===== src/hw/rtl/sops_pkg.sv =====
// Scan obstacle push summary: shared types, register indexes and constants.
// No dependencies; every other file of the block refers to it by scoped names.
`default_nettype none

package sops_pkg;

   // Field and register widths
   localparam int unsigned COORD_W    = 16;
   localparam int unsigned DIST_W     = 15;
   localparam int unsigned COUNT_W    = 8;
   localparam int unsigned Q88_W      = 16;
   localparam int unsigned CSR_IDX_W  = 3;
   localparam int unsigned CSR_DATA_W = 16;

   // Divider geometry: numerator is magnitude * 256000, divisor is x^2 + y^2
   localparam int unsigned SCALE_W = 18;
   localparam int unsigned NUM_W   = DIST_W + SCALE_W;
   localparam int unsigned DEN_W   = 2 * DIST_W + 1;
   localparam int unsigned QUO_W   = 17;
   localparam int unsigned STEP_W  = 5;

   localparam logic [SCALE_W-1:0] Q_SCALE_PER_M = 18'd256000;

   // Register indexes
   localparam logic [CSR_IDX_W-1:0] CSR_BLOCK_DEPTH      = 3'd0;
   localparam logic [CSR_IDX_W-1:0] CSR_BLOCK_HALF_WIDTH = 3'd1;
   localparam logic [CSR_IDX_W-1:0] CSR_ZONE_DEPTH       = 3'd2;
   localparam logic [CSR_IDX_W-1:0] CSR_ZONE_HALF_WIDTH  = 3'd3;
   localparam logic [CSR_IDX_W-1:0] CSR_BLOCKER_LIMIT    = 3'd4;
   localparam logic [CSR_IDX_W-1:0] CSR_ROW_END_LEVEL    = 3'd5;

   // Register reset values
   localparam logic [DIST_W-1:0]  RST_BLOCK_DEPTH      = 15'd500;
   localparam logic [DIST_W-1:0]  RST_BLOCK_HALF_WIDTH = 15'd250;
   localparam logic [DIST_W-1:0]  RST_ZONE_DEPTH       = 15'd2000;
   localparam logic [DIST_W-1:0]  RST_ZONE_HALF_WIDTH  = 15'd1500;
   localparam logic [COUNT_W-1:0] RST_BLOCKER_LIMIT    = 8'd3;
   localparam logic [Q88_W-1:0]   RST_ROW_END_LEVEL    = 16'd256;

   typedef struct packed {
      logic [DIST_W-1:0]  block_depth_mm;
      logic [DIST_W-1:0]  block_half_width_mm;
      logic [DIST_W-1:0]  zone_depth_mm;
      logic [DIST_W-1:0]  zone_half_width_mm;
      logic [COUNT_W-1:0] blocker_limit;
      logic [Q88_W-1:0]   row_end_level;
   } sops_cfg_type;

   typedef struct packed {
      logic busy;
      logic done;
   } sops_div_stat_type;

   typedef enum logic [3:0] {
      ST_IDLE,
      ST_SQ_X,
      ST_SQ_Y,
      ST_NUM_P,
      ST_DIV_P_GO,
      ST_DIV_P,
      ST_DIV_C_GO,
      ST_DIV_C,
      ST_UPDATE,
      ST_FINISH
   } sops_state_type;

endpackage

`default_nettype wire


===== src/hw/rtl/sops_if.sv =====
// Scan obstacle push summary: valid/ready channel interfaces (points, results,
// register writes). Depends on sops_pkg for widths.
`default_nettype none

interface sops_req_if;
   logic                                   valid;
   logic                                   ready;
   logic signed [sops_pkg::COORD_W-1:0]    point_x_mm;
   logic signed [sops_pkg::COORD_W-1:0]    point_y_mm;
   logic                                   last_point;

   modport source (output valid, point_x_mm, point_y_mm, last_point, input ready);
   modport sink   (input valid, point_x_mm, point_y_mm, last_point, output ready);
endinterface

interface sops_rsp_if;
   logic                                   valid;
   logic                                   ready;
   logic                                   blocked;
   logic                                   row_end;
   logic signed [sops_pkg::Q88_W-1:0]      steer_force;
   logic        [sops_pkg::Q88_W-1:0]      caution_level;

   modport source (output valid, blocked, row_end, steer_force, caution_level,
                   input ready);
   modport sink   (input valid, blocked, row_end, steer_force, caution_level,
                   output ready);
endinterface

interface sops_csr_if;
   logic                                   valid;
   logic                                   ready;
   logic [sops_pkg::CSR_IDX_W-1:0]         reg_index;
   logic [sops_pkg::CSR_DATA_W-1:0]        wr_data;

   modport source (output valid, reg_index, wr_data, input ready);
   modport sink   (input valid, reg_index, wr_data, output ready);
endinterface

`default_nettype wire


===== src/hw/rtl/sops_csr_regs.sv =====
// Scan obstacle push summary: configuration register file behind the write channel.
// Depends on sops_pkg and sops_csr_if.
`default_nettype none

module sops_csr_regs (
   input  wire logic               clock,
   input  wire logic               reset,
   sops_csr_if.sink                csr_chan,
   output sops_pkg::sops_cfg_type  cfg
);

   sops_pkg::sops_cfg_type cfg_ff;
   sops_pkg::sops_cfg_type cfg_in;
   logic                   wr_fire;

   // Writes are never stalled
   assign csr_chan.ready = 1'b1;
   assign wr_fire        = csr_chan.valid;

   // Decode the register index; drop writes to unused indexes
   always_comb begin
      cfg_in = cfg_ff;
      if (wr_fire) begin
         unique case (csr_chan.reg_index)
            sops_pkg::CSR_BLOCK_DEPTH:
               cfg_in.block_depth_mm = csr_chan.wr_data[sops_pkg::DIST_W-1:0];
            sops_pkg::CSR_BLOCK_HALF_WIDTH:
               cfg_in.block_half_width_mm = csr_chan.wr_data[sops_pkg::DIST_W-1:0];
            sops_pkg::CSR_ZONE_DEPTH:
               cfg_in.zone_depth_mm = csr_chan.wr_data[sops_pkg::DIST_W-1:0];
            sops_pkg::CSR_ZONE_HALF_WIDTH:
               cfg_in.zone_half_width_mm = csr_chan.wr_data[sops_pkg::DIST_W-1:0];
            sops_pkg::CSR_BLOCKER_LIMIT:
               cfg_in.blocker_limit = csr_chan.wr_data[sops_pkg::COUNT_W-1:0];
            sops_pkg::CSR_ROW_END_LEVEL:
               cfg_in.row_end_level = csr_chan.wr_data[sops_pkg::Q88_W-1:0];
            default: ;
         endcase
      end
   end

   always_ff @(posedge clock) begin
      if (reset) begin
         cfg_ff.block_depth_mm      <= sops_pkg::RST_BLOCK_DEPTH;
         cfg_ff.block_half_width_mm <= sops_pkg::RST_BLOCK_HALF_WIDTH;
         cfg_ff.zone_depth_mm       <= sops_pkg::RST_ZONE_DEPTH;
         cfg_ff.zone_half_width_mm  <= sops_pkg::RST_ZONE_HALF_WIDTH;
         cfg_ff.blocker_limit       <= sops_pkg::RST_BLOCKER_LIMIT;
         cfg_ff.row_end_level       <= sops_pkg::RST_ROW_END_LEVEL;
      end else begin
         cfg_ff <= cfg_in;
      end
   end

   assign cfg = cfg_ff;

endmodule

`default_nettype wire


===== src/hw/rtl/sops_divider.sv =====
// Scan obstacle push summary: shared restoring divider, one quotient bit a cycle,
// with an overflow flag for quotients past 17 bits. Depends on sops_pkg.
`default_nettype none

module sops_divider (
   input  wire logic                          clock,
   input  wire logic                          reset,
   input  wire logic                          start,
   input  wire logic [sops_pkg::NUM_W-1:0]    numer,
   input  wire logic [sops_pkg::DEN_W-1:0]    denom,
   output logic      [sops_pkg::QUO_W-1:0]    quo,
   output logic                               ovf,
   output sops_pkg::sops_div_stat_type        stat
);

   localparam int unsigned HI_W = sops_pkg::NUM_W - sops_pkg::QUO_W;
   localparam logic [sops_pkg::STEP_W-1:0] LAST_STEP = 5'(sops_pkg::QUO_W - 1);

   logic                           busy_ff, busy_in;
   logic                           done_ff, done_in;
   logic [sops_pkg::STEP_W-1:0]    step_ff, step_in;
   logic [sops_pkg::DEN_W-1:0]     rem_ff, rem_in;
   logic [sops_pkg::DEN_W-1:0]     den_ff, den_in;
   logic [sops_pkg::QUO_W-1:0]     low_ff, low_in;
   logic [sops_pkg::QUO_W-1:0]     quo_ff, quo_in;
   logic                           ovf_ff, ovf_in;
   logic [sops_pkg::DEN_W:0]       trial;
   logic                           fits;

   // Bring down the next numerator bit and compare against the divisor
   assign trial = {rem_ff, low_ff[sops_pkg::QUO_W-1]};
   assign fits  = trial >= {1'b0, den_ff};

   always_comb begin
      busy_in = busy_ff;
      done_in = 1'b0;
      step_in = step_ff;
      rem_in  = rem_ff;
      den_in  = den_ff;
      low_in  = low_ff;
      quo_in  = quo_ff;
      ovf_in  = ovf_ff;
      if (start) begin
         // Upper numerator bits already at or past the divisor: quotient overflows
         busy_in = 1'b1;
         step_in = '0;
         den_in  = denom;
         rem_in  = sops_pkg::DEN_W'(numer[sops_pkg::NUM_W-1:sops_pkg::QUO_W]);
         low_in  = numer[sops_pkg::QUO_W-1:0];
         quo_in  = '0;
         ovf_in  = {{(sops_pkg::DEN_W - HI_W){1'b0}},
                    numer[sops_pkg::NUM_W-1:sops_pkg::QUO_W]} >= denom;
      end else if (busy_ff) begin
         rem_in  = fits ? sops_pkg::DEN_W'(trial - {1'b0, den_ff})
                        : trial[sops_pkg::DEN_W-1:0];
         low_in  = {low_ff[sops_pkg::QUO_W-2:0], 1'b0};
         quo_in  = {quo_ff[sops_pkg::QUO_W-2:0], fits};
         step_in = step_ff + 5'd1;
         if (step_ff == LAST_STEP) begin
            busy_in = 1'b0;
            done_in = 1'b1;
         end
      end
   end

   always_ff @(posedge clock) begin
      if (reset) begin
         busy_ff <= 1'b0;
         done_ff <= 1'b0;
         step_ff <= '0;
      end else begin
         busy_ff <= busy_in;
         done_ff <= done_in;
         step_ff <= step_in;
      end
   end

   // Datapath holds its value once the division ends
   always_ff @(posedge clock) begin
      rem_ff <= rem_in;
      den_ff <= den_in;
      low_ff <= low_in;
      quo_ff <= quo_in;
      ovf_ff <= ovf_in;
   end

   assign quo       = quo_ff;
   assign ovf       = ovf_ff;
   assign stat.busy = busy_ff;
   assign stat.done = done_ff;

endmodule

`default_nettype wire


===== src/hw/rtl/scan_obstacle_push_summary_unit.sv =====
// Scan obstacle push summary: top level with sequencer, shared multiplier and
// scan accumulators. Depends on sops_pkg, sops_if, sops_csr_regs, sops_divider.
//
//   channel   | dir  | transfer carries
//   ----------+------+--------------------------------------------------------
//   csr_chan  | in   | reg_index, wr_data (always ready)
//   req_chan  | in   | point_x_mm, point_y_mm, last_point
//   rsp_chan  | out  | blocked, row_end, steer_force, caution_level
//
// A point outside the push zone, or on a stopped scan, is done in the idle state.
// A point inside the zone also takes three multiplier passes for x^2 + y^2 and
// the push numerator, then two runs of the shared divider (push, then caution),
// each a start step, 17 quotient steps and a done step, and an update step. A last
// point adds a finish step to load the result register; that step stalls while an
// earlier result is still untaken, and points are taken behind a waiting result.
// Reset is synchronous and clears control, configuration and scan state only.
`default_nettype none

module scan_obstacle_push_summary_unit (
   input  wire logic  clock,
   input  wire logic  reset,
   sops_csr_if.sink   csr_chan,
   sops_req_if.sink   req_chan,
   sops_rsp_if.source rsp_chan
);

   localparam int unsigned DW = sops_pkg::DIST_W;
   localparam int unsigned CW = sops_pkg::COORD_W;
   localparam int unsigned QW = sops_pkg::Q88_W;
   localparam int unsigned MW = sops_pkg::NUM_W;

   sops_pkg::sops_cfg_type       cfg;
   sops_pkg::sops_div_stat_type  div_stat;
   sops_pkg::sops_state_type     state_ff, state_in;

   // Control from the sequencer
   logic req_ready, rsp_valid;
   logic mul_sq_x, mul_sq_y, mul_num_y;
   logic d2_set, d2_add, div_start, push_cap, do_update, do_finish;

   // Point decode
   logic [CW-1:0]            pt_x, pt_y, y_mag;
   logic                     x_pos, in_block, in_zone, block_hit, block_stop, zone_go;
   logic                     req_fire, rsp_fire;
   logic [sops_pkg::COUNT_W-1:0] cnt_inc;

   // Point registers
   logic [DW-1:0] ax_ff, ay_ff;
   logic          y_pos_ff, last_ff;

   // Arithmetic datapath
   logic [DW-1:0]                 mul_a;
   logic [sops_pkg::SCALE_W-1:0]  mul_b;
   logic [MW-1:0]                 prod_ff, prod_in;
   logic [sops_pkg::DEN_W-1:0]    d2_ff, d2_in;
   logic [sops_pkg::QUO_W-1:0]    div_quo, pq_ff;
   logic                          div_ovf, povf_ff;

   // Scan accumulators
   logic [sops_pkg::COUNT_W-1:0]  count_ff, count_in;
   logic                          stopped_ff, stopped_in;
   logic signed [QW-1:0]          lowest_ff, lowest_in, highest_ff, highest_in;
   logic [QW-1:0]                 caution_ff, caution_in;
   logic signed [QW-1:0]          push;
   logic [QW-1:0]                 caution_sat;
   logic signed [QW:0]            force_sum;
   logic signed [QW-1:0]          force_sat;

   // Result register
   logic                 blocked_ff, eor_ff;
   logic signed [QW-1:0] force_ff;
   logic [QW-1:0]        caut_ff;
   logic                 rsp_pend_ff, rsp_pend_in;

   sops_csr_regs u_csr (
      .clock    (clock),
      .reset    (reset),
      .csr_chan (csr_chan),
      .cfg      (cfg)
   );

   sops_divider u_div (
      .clock (clock),
      .reset (reset),
      .start (div_start),
      .numer (prod_ff),
      .denom (d2_ff),
      .quo   (div_quo),
      .ovf   (div_ovf),
      .stat  (div_stat)
   );

   assign req_chan.ready = req_ready;
   assign rsp_chan.valid = rsp_valid;
   assign req_fire       = req_chan.valid && req_ready;
   assign rsp_fire       = rsp_valid && rsp_chan.ready;

   // Classify the offered point against the blocking box and the push zone
   always_comb begin
      pt_x       = req_chan.point_x_mm;
      pt_y       = req_chan.point_y_mm;
      y_mag      = pt_y[CW-1] ? (~pt_y + 16'd1) : pt_y;
      x_pos      = !pt_x[CW-1] && (pt_x != '0);
      in_block   = x_pos && (pt_x[DW-1:0] < cfg.block_depth_mm)
                   && (y_mag < {1'b0, cfg.block_half_width_mm});
      in_zone    = x_pos && (pt_x[DW-1:0] < cfg.zone_depth_mm)
                   && (y_mag < {1'b0, cfg.zone_half_width_mm});
      cnt_inc    = (count_ff == '1) ? count_ff : count_ff + 8'd1;
      block_hit  = !stopped_ff && in_block;
      block_stop = block_hit && (cnt_inc > cfg.blocker_limit);
      zone_go    = !stopped_ff && in_zone && !block_stop;
   end

   // Sequencer: next state
   always_comb begin
      state_in = state_ff;
      unique case (state_ff)
         sops_pkg::ST_IDLE: begin
            if (req_fire) begin
               if (zone_go)                    state_in = sops_pkg::ST_SQ_X;
               else if (req_chan.last_point)   state_in = sops_pkg::ST_FINISH;
            end
         end
         sops_pkg::ST_SQ_X:     state_in = sops_pkg::ST_SQ_Y;
         sops_pkg::ST_SQ_Y:     state_in = sops_pkg::ST_NUM_P;
         sops_pkg::ST_NUM_P:    state_in = sops_pkg::ST_DIV_P_GO;
         sops_pkg::ST_DIV_P_GO: state_in = sops_pkg::ST_DIV_P;
         sops_pkg::ST_DIV_P: begin
            if (div_stat.done) state_in = sops_pkg::ST_DIV_C_GO;
         end
         sops_pkg::ST_DIV_C_GO: state_in = sops_pkg::ST_DIV_C;
         sops_pkg::ST_DIV_C: begin
            if (div_stat.done) state_in = sops_pkg::ST_UPDATE;
         end
         sops_pkg::ST_UPDATE:
            state_in = last_ff ? sops_pkg::ST_FINISH : sops_pkg::ST_IDLE;
         sops_pkg::ST_FINISH: begin
            if (!rsp_pend_ff || rsp_chan.ready) state_in = sops_pkg::ST_IDLE;
         end
         default:               state_in = sops_pkg::ST_IDLE;
      endcase
   end

   // Sequencer: control outputs
   always_comb begin
      req_ready = 1'b0;
      rsp_valid = rsp_pend_ff;
      mul_sq_x  = 1'b0;
      mul_sq_y  = 1'b0;
      mul_num_y = 1'b0;
      d2_set    = 1'b0;
      d2_add    = 1'b0;
      div_start = 1'b0;
      push_cap  = 1'b0;
      do_update = 1'b0;
      do_finish = 1'b0;
      unique case (state_ff)
         sops_pkg::ST_IDLE:     req_ready = 1'b1;
         sops_pkg::ST_SQ_X:     mul_sq_x  = 1'b1;
         sops_pkg::ST_SQ_Y: begin
            mul_sq_y = 1'b1;
            d2_set   = 1'b1;
         end
         sops_pkg::ST_NUM_P: begin
            mul_num_y = 1'b1;
            d2_add    = 1'b1;
         end
         sops_pkg::ST_DIV_P_GO: div_start = 1'b1;
         sops_pkg::ST_DIV_P:    push_cap  = div_stat.done;
         sops_pkg::ST_DIV_C_GO: div_start = 1'b1;
         sops_pkg::ST_DIV_C:    ;
         sops_pkg::ST_UPDATE:   do_update = 1'b1;
         sops_pkg::ST_FINISH:   do_finish = !rsp_pend_ff || rsp_chan.ready;
         default:               ;
      endcase
   end

   always_ff @(posedge clock) begin
      if (reset) begin
         state_ff <= sops_pkg::ST_IDLE;
      end else begin
         state_ff <= state_in;
      end
   end

   // Hold the point magnitudes for the arithmetic passes
   always_ff @(posedge clock) begin
      if (req_fire) begin
         ax_ff    <= pt_x[DW-1:0];
         ay_ff    <= y_mag[DW-1:0];
         y_pos_ff <= !pt_y[CW-1] && (pt_y != '0);
         last_ff  <= req_chan.last_point;
      end
   end

   // Shared multiplier: x^2, y^2, then |y| and |x| times the Q8.8 scale
   always_comb begin
      mul_a = ax_ff;
      mul_b = sops_pkg::Q_SCALE_PER_M;
      if (mul_sq_x) begin
         mul_b = sops_pkg::SCALE_W'(ax_ff);
      end else if (mul_sq_y) begin
         mul_a = ay_ff;
         mul_b = sops_pkg::SCALE_W'(ay_ff);
      end else if (mul_num_y) begin
         mul_a = ay_ff;
      end
      prod_in = MW'(mul_a) * MW'(mul_b);
   end

   // Squared distance accumulates over two passes
   always_comb begin
      d2_in = d2_ff;
      if (d2_set)      d2_in = prod_ff[sops_pkg::DEN_W-1:0];
      else if (d2_add) d2_in = d2_ff + prod_ff[sops_pkg::DEN_W-1:0];
   end

   always_ff @(posedge clock) begin
      prod_ff <= prod_in;
      d2_ff   <= d2_in;
      if (push_cap) begin
         pq_ff   <= div_quo;
         povf_ff <= div_ovf;
      end
   end

   // Saturate the push (negated for points to the left) and the caution
   always_comb begin
      if (y_pos_ff) begin
         push = (povf_ff || (pq_ff > 17'd32768)) ? 16'sh8000
                                                 : QW'(16'd0 - pq_ff[QW-1:0]);
      end else begin
         push = (povf_ff || (pq_ff > 17'd32767)) ? 16'sh7FFF : QW'(pq_ff[QW-1:0]);
      end
      caution_sat = (div_ovf || div_quo[sops_pkg::QUO_W-1]) ? '1 : div_quo[QW-1:0];
      force_sum   = {lowest_ff[QW-1], lowest_ff} + {highest_ff[QW-1], highest_ff};
      if (force_sum[QW] != force_sum[QW-1]) begin
         force_sat = force_sum[QW] ? 16'sh8000 : 16'sh7FFF;
      end else begin
         force_sat = force_sum[QW-1:0];
      end
   end

   // Advance the scan accumulators; clear them once the result is formed
   always_comb begin
      count_in   = count_ff;
      stopped_in = stopped_ff;
      lowest_in  = lowest_ff;
      highest_in = highest_ff;
      caution_in = caution_ff;
      if (req_fire && block_hit) begin
         count_in = cnt_inc;
         if (block_stop) stopped_in = 1'b1;
      end
      if (do_update) begin
         if (push < lowest_ff)         lowest_in  = push;
         if (push > highest_ff)        highest_in = push;
         if (caution_sat > caution_ff) caution_in = caution_sat;
      end
      if (do_finish) begin
         count_in   = '0;
         stopped_in = 1'b0;
         lowest_in  = '0;
         highest_in = '0;
         caution_in = '0;
      end
   end

   always_ff @(posedge clock) begin
      if (reset) begin
         count_ff   <= '0;
         stopped_ff <= 1'b0;
         lowest_ff  <= '0;
         highest_ff <= '0;
         caution_ff <= '0;
      end else begin
         count_ff   <= count_in;
         stopped_ff <= stopped_in;
         lowest_ff  <= lowest_in;
         highest_ff <= highest_in;
         caution_ff <= caution_in;
      end
   end

   // Result register, loaded once per scan and held until the transfer
   always_ff @(posedge clock) begin
      if (do_finish) begin
         blocked_ff <= stopped_ff;
         eor_ff     <= caution_ff < cfg.row_end_level;
         force_ff   <= force_sat;
         caut_ff    <= caution_ff;
      end
   end

   // Mark the result register full from load until its transfer
   always_comb begin
      rsp_pend_in = rsp_pend_ff;
      if (do_finish)     rsp_pend_in = 1'b1;
      else if (rsp_fire) rsp_pend_in = 1'b0;
   end

   always_ff @(posedge clock) begin
      if (reset) begin
         rsp_pend_ff <= 1'b0;
      end else begin
         rsp_pend_ff <= rsp_pend_in;
      end
   end

   assign rsp_chan.blocked       = blocked_ff;
   assign rsp_chan.row_end       = eor_ff;
   assign rsp_chan.steer_force   = force_ff;
   assign rsp_chan.caution_level = caut_ff;

   // The divider is only started when idle
   a_div_start_idle: assert property (@(posedge clock) disable iff (reset)
      div_start |-> !div_stat.busy)
      else $error("divider started while busy");

   // Lowest push never rises above zero, highest never drops below
   a_push_signs: assert property (@(posedge clock) disable iff (reset)
      1'b1 |-> (!highest_ff[QW-1] && (lowest_ff[QW-1] || (lowest_ff == '0))))
      else $error("push extremes have the wrong sign");

   // Forming a result leaves a clean scan behind
   a_finish_clears: assert property (@(posedge clock) disable iff (reset)
      do_finish |=>
         ((count_ff == '0) && !stopped_ff && (caution_ff == '0)))
      else $error("scan state not cleared after result");

   // The caution result is only consumed after both divisions end
   a_update_after_div: assert property (@(posedge clock) disable iff (reset)
      do_update |-> (!div_stat.busy && $past(div_stat.done)))
      else $error("update before caution division finished");

   // A waiting result stays put until its transfer
   a_rsp_hold: assert property (@(posedge clock) disable iff (reset)
      (rsp_chan.valid && !rsp_chan.ready) |=>
         (rsp_chan.valid && $stable(force_ff) && $stable(caut_ff)))
      else $error("result changed while waiting");

endmodule

`default_nettype wire


===== src/flat_wrapper.sv =====
// flat-port wrapper written by rule: the top's interface ports become plain ports
module scan_obstacle_push_summary_unit_flat 
  (clock, reset, csr_chan_valid, csr_chan_reg_index, csr_chan_wr_data, csr_chan_ready, req_chan_valid, req_chan_point_x_mm, req_chan_point_y_mm, req_chan_last_point, req_chan_ready, rsp_chan_valid, rsp_chan_blocked, rsp_chan_row_end, rsp_chan_steer_force, rsp_chan_caution_level, rsp_chan_ready);
  sops_csr_if csr_chan_i ();
  sops_req_if req_chan_i ();
  sops_rsp_if rsp_chan_i ();
  input  wire logic clock;
  input  wire logic reset;
  input wire logic [$bits(csr_chan_i.valid)-1:0] csr_chan_valid;
  input wire logic [$bits(csr_chan_i.reg_index)-1:0] csr_chan_reg_index;
  input wire logic [$bits(csr_chan_i.wr_data)-1:0] csr_chan_wr_data;
  output wire logic [$bits(csr_chan_i.ready)-1:0] csr_chan_ready;
  input wire logic [$bits(req_chan_i.valid)-1:0] req_chan_valid;
  input wire logic [$bits(req_chan_i.point_x_mm)-1:0] req_chan_point_x_mm;
  input wire logic [$bits(req_chan_i.point_y_mm)-1:0] req_chan_point_y_mm;
  input wire logic [$bits(req_chan_i.last_point)-1:0] req_chan_last_point;
  output wire logic [$bits(req_chan_i.ready)-1:0] req_chan_ready;
  output wire logic [$bits(rsp_chan_i.valid)-1:0] rsp_chan_valid;
  output wire logic [$bits(rsp_chan_i.blocked)-1:0] rsp_chan_blocked;
  output wire logic [$bits(rsp_chan_i.row_end)-1:0] rsp_chan_row_end;
  output wire logic [$bits(rsp_chan_i.steer_force)-1:0] rsp_chan_steer_force;
  output wire logic [$bits(rsp_chan_i.caution_level)-1:0] rsp_chan_caution_level;
  input wire logic [$bits(rsp_chan_i.ready)-1:0] rsp_chan_ready;
  assign csr_chan_i.valid = csr_chan_valid;
  assign csr_chan_i.reg_index = csr_chan_reg_index;
  assign csr_chan_i.wr_data = csr_chan_wr_data;
  assign csr_chan_ready = csr_chan_i.ready;
  assign req_chan_i.valid = req_chan_valid;
  assign req_chan_i.point_x_mm = req_chan_point_x_mm;
  assign req_chan_i.point_y_mm = req_chan_point_y_mm;
  assign req_chan_i.last_point = req_chan_last_point;
  assign req_chan_ready = req_chan_i.ready;
  assign rsp_chan_valid = rsp_chan_i.valid;
  assign rsp_chan_blocked = rsp_chan_i.blocked;
  assign rsp_chan_row_end = rsp_chan_i.row_end;
  assign rsp_chan_steer_force = rsp_chan_i.steer_force;
  assign rsp_chan_caution_level = rsp_chan_i.caution_level;
  assign rsp_chan_i.ready = rsp_chan_ready;
  scan_obstacle_push_summary_unit u_core (.clock(clock), .reset(reset), .csr_chan(csr_chan_i), .req_chan(req_chan_i), .rsp_chan(rsp_chan_i));
endmodule

===== config.mk =====
export PLATFORM = sky130hd
export DESIGN_NAME = scan_obstacle_push_summary_unit_flat
export DESIGN_NICKNAME = d
export VERILOG_FILES = /design/src/hw/rtl/sops_pkg.sv /design/src/hw/rtl/sops_if.sv /design/src/hw/rtl/sops_csr_regs.sv /design/src/hw/rtl/sops_divider.sv /design/src/hw/rtl/scan_obstacle_push_summary_unit.sv /design/src/flat_wrapper.sv
export SDC_FILE = /design/constraint.sdc
export NUM_CORES = 2
export LEC_CHECK = 0
export BUFFER_PORTS_ARGS = -buffer_cell sky130_fd_sc_hd__clkbuf_2
export CORE_MARGIN = 2
export CORE_UTILIZATION = 50
export CTS_CLUSTER_DIAMETER = 150
export DETAILED_ROUTE_END_ITERATION = 10
export PLACE_DENSITY = 0.65
export SYNTH_ARGS = -nofsm -noshare
export SYNTH_HDL_FRONTEND = slang
export SYNTH_SLANG_ARGS = --single-unit

===== constraint.sdc =====
create_clock -name clock -period 23 [get_ports clock]
set_clock_uncertainty 0.15 [all_clocks]
set_input_delay 3.45 -clock clock [delete_from_list [all_inputs] [get_ports clock]]
set_output_delay 3.45 -clock clock [all_outputs]
set_load 0.03 [all_outputs]

==> metrics.yaml <==
die:
  die_area_sq_mm: 0.0639
  placeable_core_area_sq_mm: 0.0615
  die-width_um: 253
  die_y_um: 253
  initial_core_util: 0.503
  pin_count: 94
  fp-row-count: 91
outcome:
  run_status: "finished clean"
layout:
  layout.area.seq_sq_mm: 0.00977
  multi_input_area_sq_mm: 0.0190
  final_nets: 4042
  layout_common_cells: "sky130_fd_sc_hd__inv_1, sky130_fd_sc_hd__nand2_1, sky130_fd_sc_hd__nor2_1"
  final.fill_count: 5683
  drive_gt1_frac: 0.0679
  num_antenna_cells: 0
  syn2layout_area_growth_pct: 9.16
  commonest_non_fill_non_tap_cell_in_the_layout: "sky130_fd_sc_hd__inv_1"
clock_tree:
  post_cts_resized: 0
  insertion_delay_ns: 0.60
  cts_inserted_buffers: 46
  postCtsSetupBuffers: 0
  clockBufferDepth: 3
  tritoncts_num_sinks: 398
  ctsHoldBuffers: 0
  cts.root.buffer_cell: "sky130_fd_sc_hd__clkbuf_16"
  h-tree-depth: 2
  tritoncts: "built"
  clk_pin_slew_ns: 0.06
logic_synthesis:
  syn-cell-area_sq_mm: 0.0309
  syn_inst: 3391
  yosys_most_used_dff: "sky130_fd_sc_hd__dfxtp_1"
  count_of_flip_flops_with_a_built_in_enable_after_synthesis: 180
  ys.warnings.count: 0
  synth-seq-area-share: 0.316
  yosys_register_bits: 398
  synth_cell_type_count: 80
  synth_fp_nets: 3982
  syn_avg_cell_area_sq_um: 9.12
  synth_async_sr_flop_share: 0
sta:
  fin_crit_sh: 0.383
  setup_tns_ns: 0
  relSlewSlack: 0.152
  grt_setup_unrepaired: "false"
  setup_violations: 0
  finalHoldViolCount: 0
  tightest_slew_ns: 1.24
  slew_violations: 0
  hold-worst-slack_ns: 0.304
  timing.final.crit_period_ns: 8.81
  fmaxAchievable_ghz: 0.114
global_route:
  grt_start_max_net_pins: 67
  global_route.usage.total: 0.231
  antenna_found_initial: 0
  globalRoute.totalOverflow: 0
  grt_pass1_wl_mm: 118
  first_global_vias: 22265
setup_path:
  critical_path.startpoint_type: "register"
  crit_path_end_kind: "register"
  critical_path_arrival_ns: 9.19
  cp.required_ns: 23.38
  worstPathMaxFanout: 58
  timing.setup.critical_path_class: "register to register"
  count_of_cells_along_the_worst_register_to_register_path: 26
  cp_slowest_stage_delay_ns: 0.94
  cpMaxStageDelayCell: "sky130_fd_sc_hd__a22oi_1"
  cpMostUsedCell: "sky130_fd_sc_hd__fa_1"
route:
  final_antenna_net_count: 0
  route.vias.total: 22892
  drt_first_pass_iters: 5
  detail_route.vias_per_cell: 5.35
  drt_first_iter_violations: 1270
  detail_route.wirelength_mm: 72.6
  drc: 0
  route.detailed.wl_per_inst_um: 17.0
placement:
  hpwl_mm: 56.5
  gp_congestion: 0.929
  placement.io_buffers: 92
hold_path:
  hold-path-cell-count: 2
  timing.hold.worst.class: "register to register"
run:
  max-cap-violations: 0
routing by layer:
layer,track usage,vias to the layer above,routed length (um),part of all wire
met5,0,-,0,0
met2,0.377,489,33300,0.46
met4,0.0666,0,2040,0.028
met1,0.320,10730,34000,0.47
li1,-,11563,-,-
met3,0.0308,110,3210,0.044
logic make-up (layout without fill, tap and decap cells):
| group | after synthesis | in the layout | synth area share |
|---|---|---|---|
| compound gates | 640 | 640 | 0.132 |
| xor+xnor | 116 | 116 | 0.0329 |
| fa+ha+maj | 536 | 536 | 0.268 |
| buf+inv | 587 | 684 | 0.0719 |
| flops | 398 | 398 | 0.316 |
| mux | 109 | 109 | 0.0358 |
| other cells | 1 | 1 | 0.000121 |
| simple gates | 1004 | 1004 | 0.144 |
synth_stat cells, types with 30 or more instances:
cell	instances	area (sq um)
sky130_fd_sc_hd__o21a_1	32	240
sky130_fd_sc_hd__nand3_1	42	210
sky130_fd_sc_hd__clkbuf_1	91	342
sky130_fd_sc_hd__fa_1	210	4200
sky130_fd_sc_hd__xor2_1	43	377
sky130_fd_sc_hd__nor3_1	32	160
sky130_fd_sc_hd__o21ai_0	106	531
sky130_fd_sc_hd__nor2b_1	30	188
sky130_fd_sc_hd__nor2_1	356	1340
sky130_fd_sc_hd__edfxtp_1	180	5410
sky130_fd_sc_hd__dfxtp_1	218	4360
sky130_fd_sc_hd__inv_1	482	1810
sky130_fd_sc_hd__mux2i_1	95	951
sky130_fd_sc_hd__a21oi_1	216	1080
sky130_fd_sc_hd__nand2_1	376	1410
sky130_fd_sc_hd__nand2b_1	32	200
sky130_fd_sc_hd__ha_1	324	4050
sky130_fd_sc_hd__a21o_1	87	653
sky130_fd_sc_hd__xnor2_1	73	639
path summary, 6_finish.rpt:
| check | end | slack [ns] | from |
|---|---|---|---|
| worst max-delay path | u_core.prod_ff[32]$_DFF_P_ | 14.19 | u_core.state_ff[2]$_SDFFE_PP0P_ |
| worst min-delay path | u_core.u_csr.cfg[20]$_SDFFE_PP0P_ | 0.30 | u_core.u_csr.cfg[20]$_SDFFE_PP0P_ |
| worst max register to register | u_core.prod_ff[32]$_DFF_P_ | 14.19 | u_core.state_ff[2]$_SDFFE_PP0P_ |
| worst min register to register | u_core.u_csr.cfg[20]$_SDFFE_PP0P_ | 0.30 | u_core.u_csr.cfg[20]$_SDFFE_PP0P_ |
registers in the layout, indices dropped and copies added (netlist names), 17 cells and up:
| register | cells |
|---|---|
| u_core.u_div.rem_ff | 31 |
| u_core.u_div.den_ff | 31 |
| u_core.u_csr.cfg | 84 |
| u_core.d2_ff | 31 |
| u_core.u_div.low_ff | 17 |
| u_core.pq_ff | 17 |
| u_core.prod_ff | 33 |
| u_core.u_div.quo | 17 |
through the flow:
| stage | cells | setup WS, ns | util | area (sq um) |
|---|---|---|---|---|
| detailed placement | 4193 | 14.26 | 0.523 | 32200 |
| finish | 4278 | 14.19 | 0.549 | 33800 |
| global placement | 4193 | 14.42 | 0.523 | 32200 |
| CTS | 4278 | 14.23 | 0.549 | 33800 |
| floorplan | 3391 | 14.53 | - | 30900 |
| global route | 4278 | 13.49 | 0.549 | 33800 |
area by class of cell:
type | count | share of cell area
clock inverters | 27 | 0.0107
flip-flops and latches | 398 | 0.289
multi-input cells | 2406 | 0.562
repair buffers | 115 | 0.0188
clock buffers | 58 | 0.0360
well taps | 790 | 0.0293
inverters | 484 | 0.0538
worst max-delay path, delay by kind of cell (launching register included):
kind / cells / cell delay (ns)
compound gates: 9 / 2.75
fa+ha+maj: 7 / 3.48
simple gates: 3 / 0.50
flops: 1 / 0.53
buf+inv: 6 / 1.15
xor+xnor: 1 / 0.14
Power is left out: the tool's default activity adds up to more than one toggle a clock period on the data nets, which glitch-free logic cannot reach.
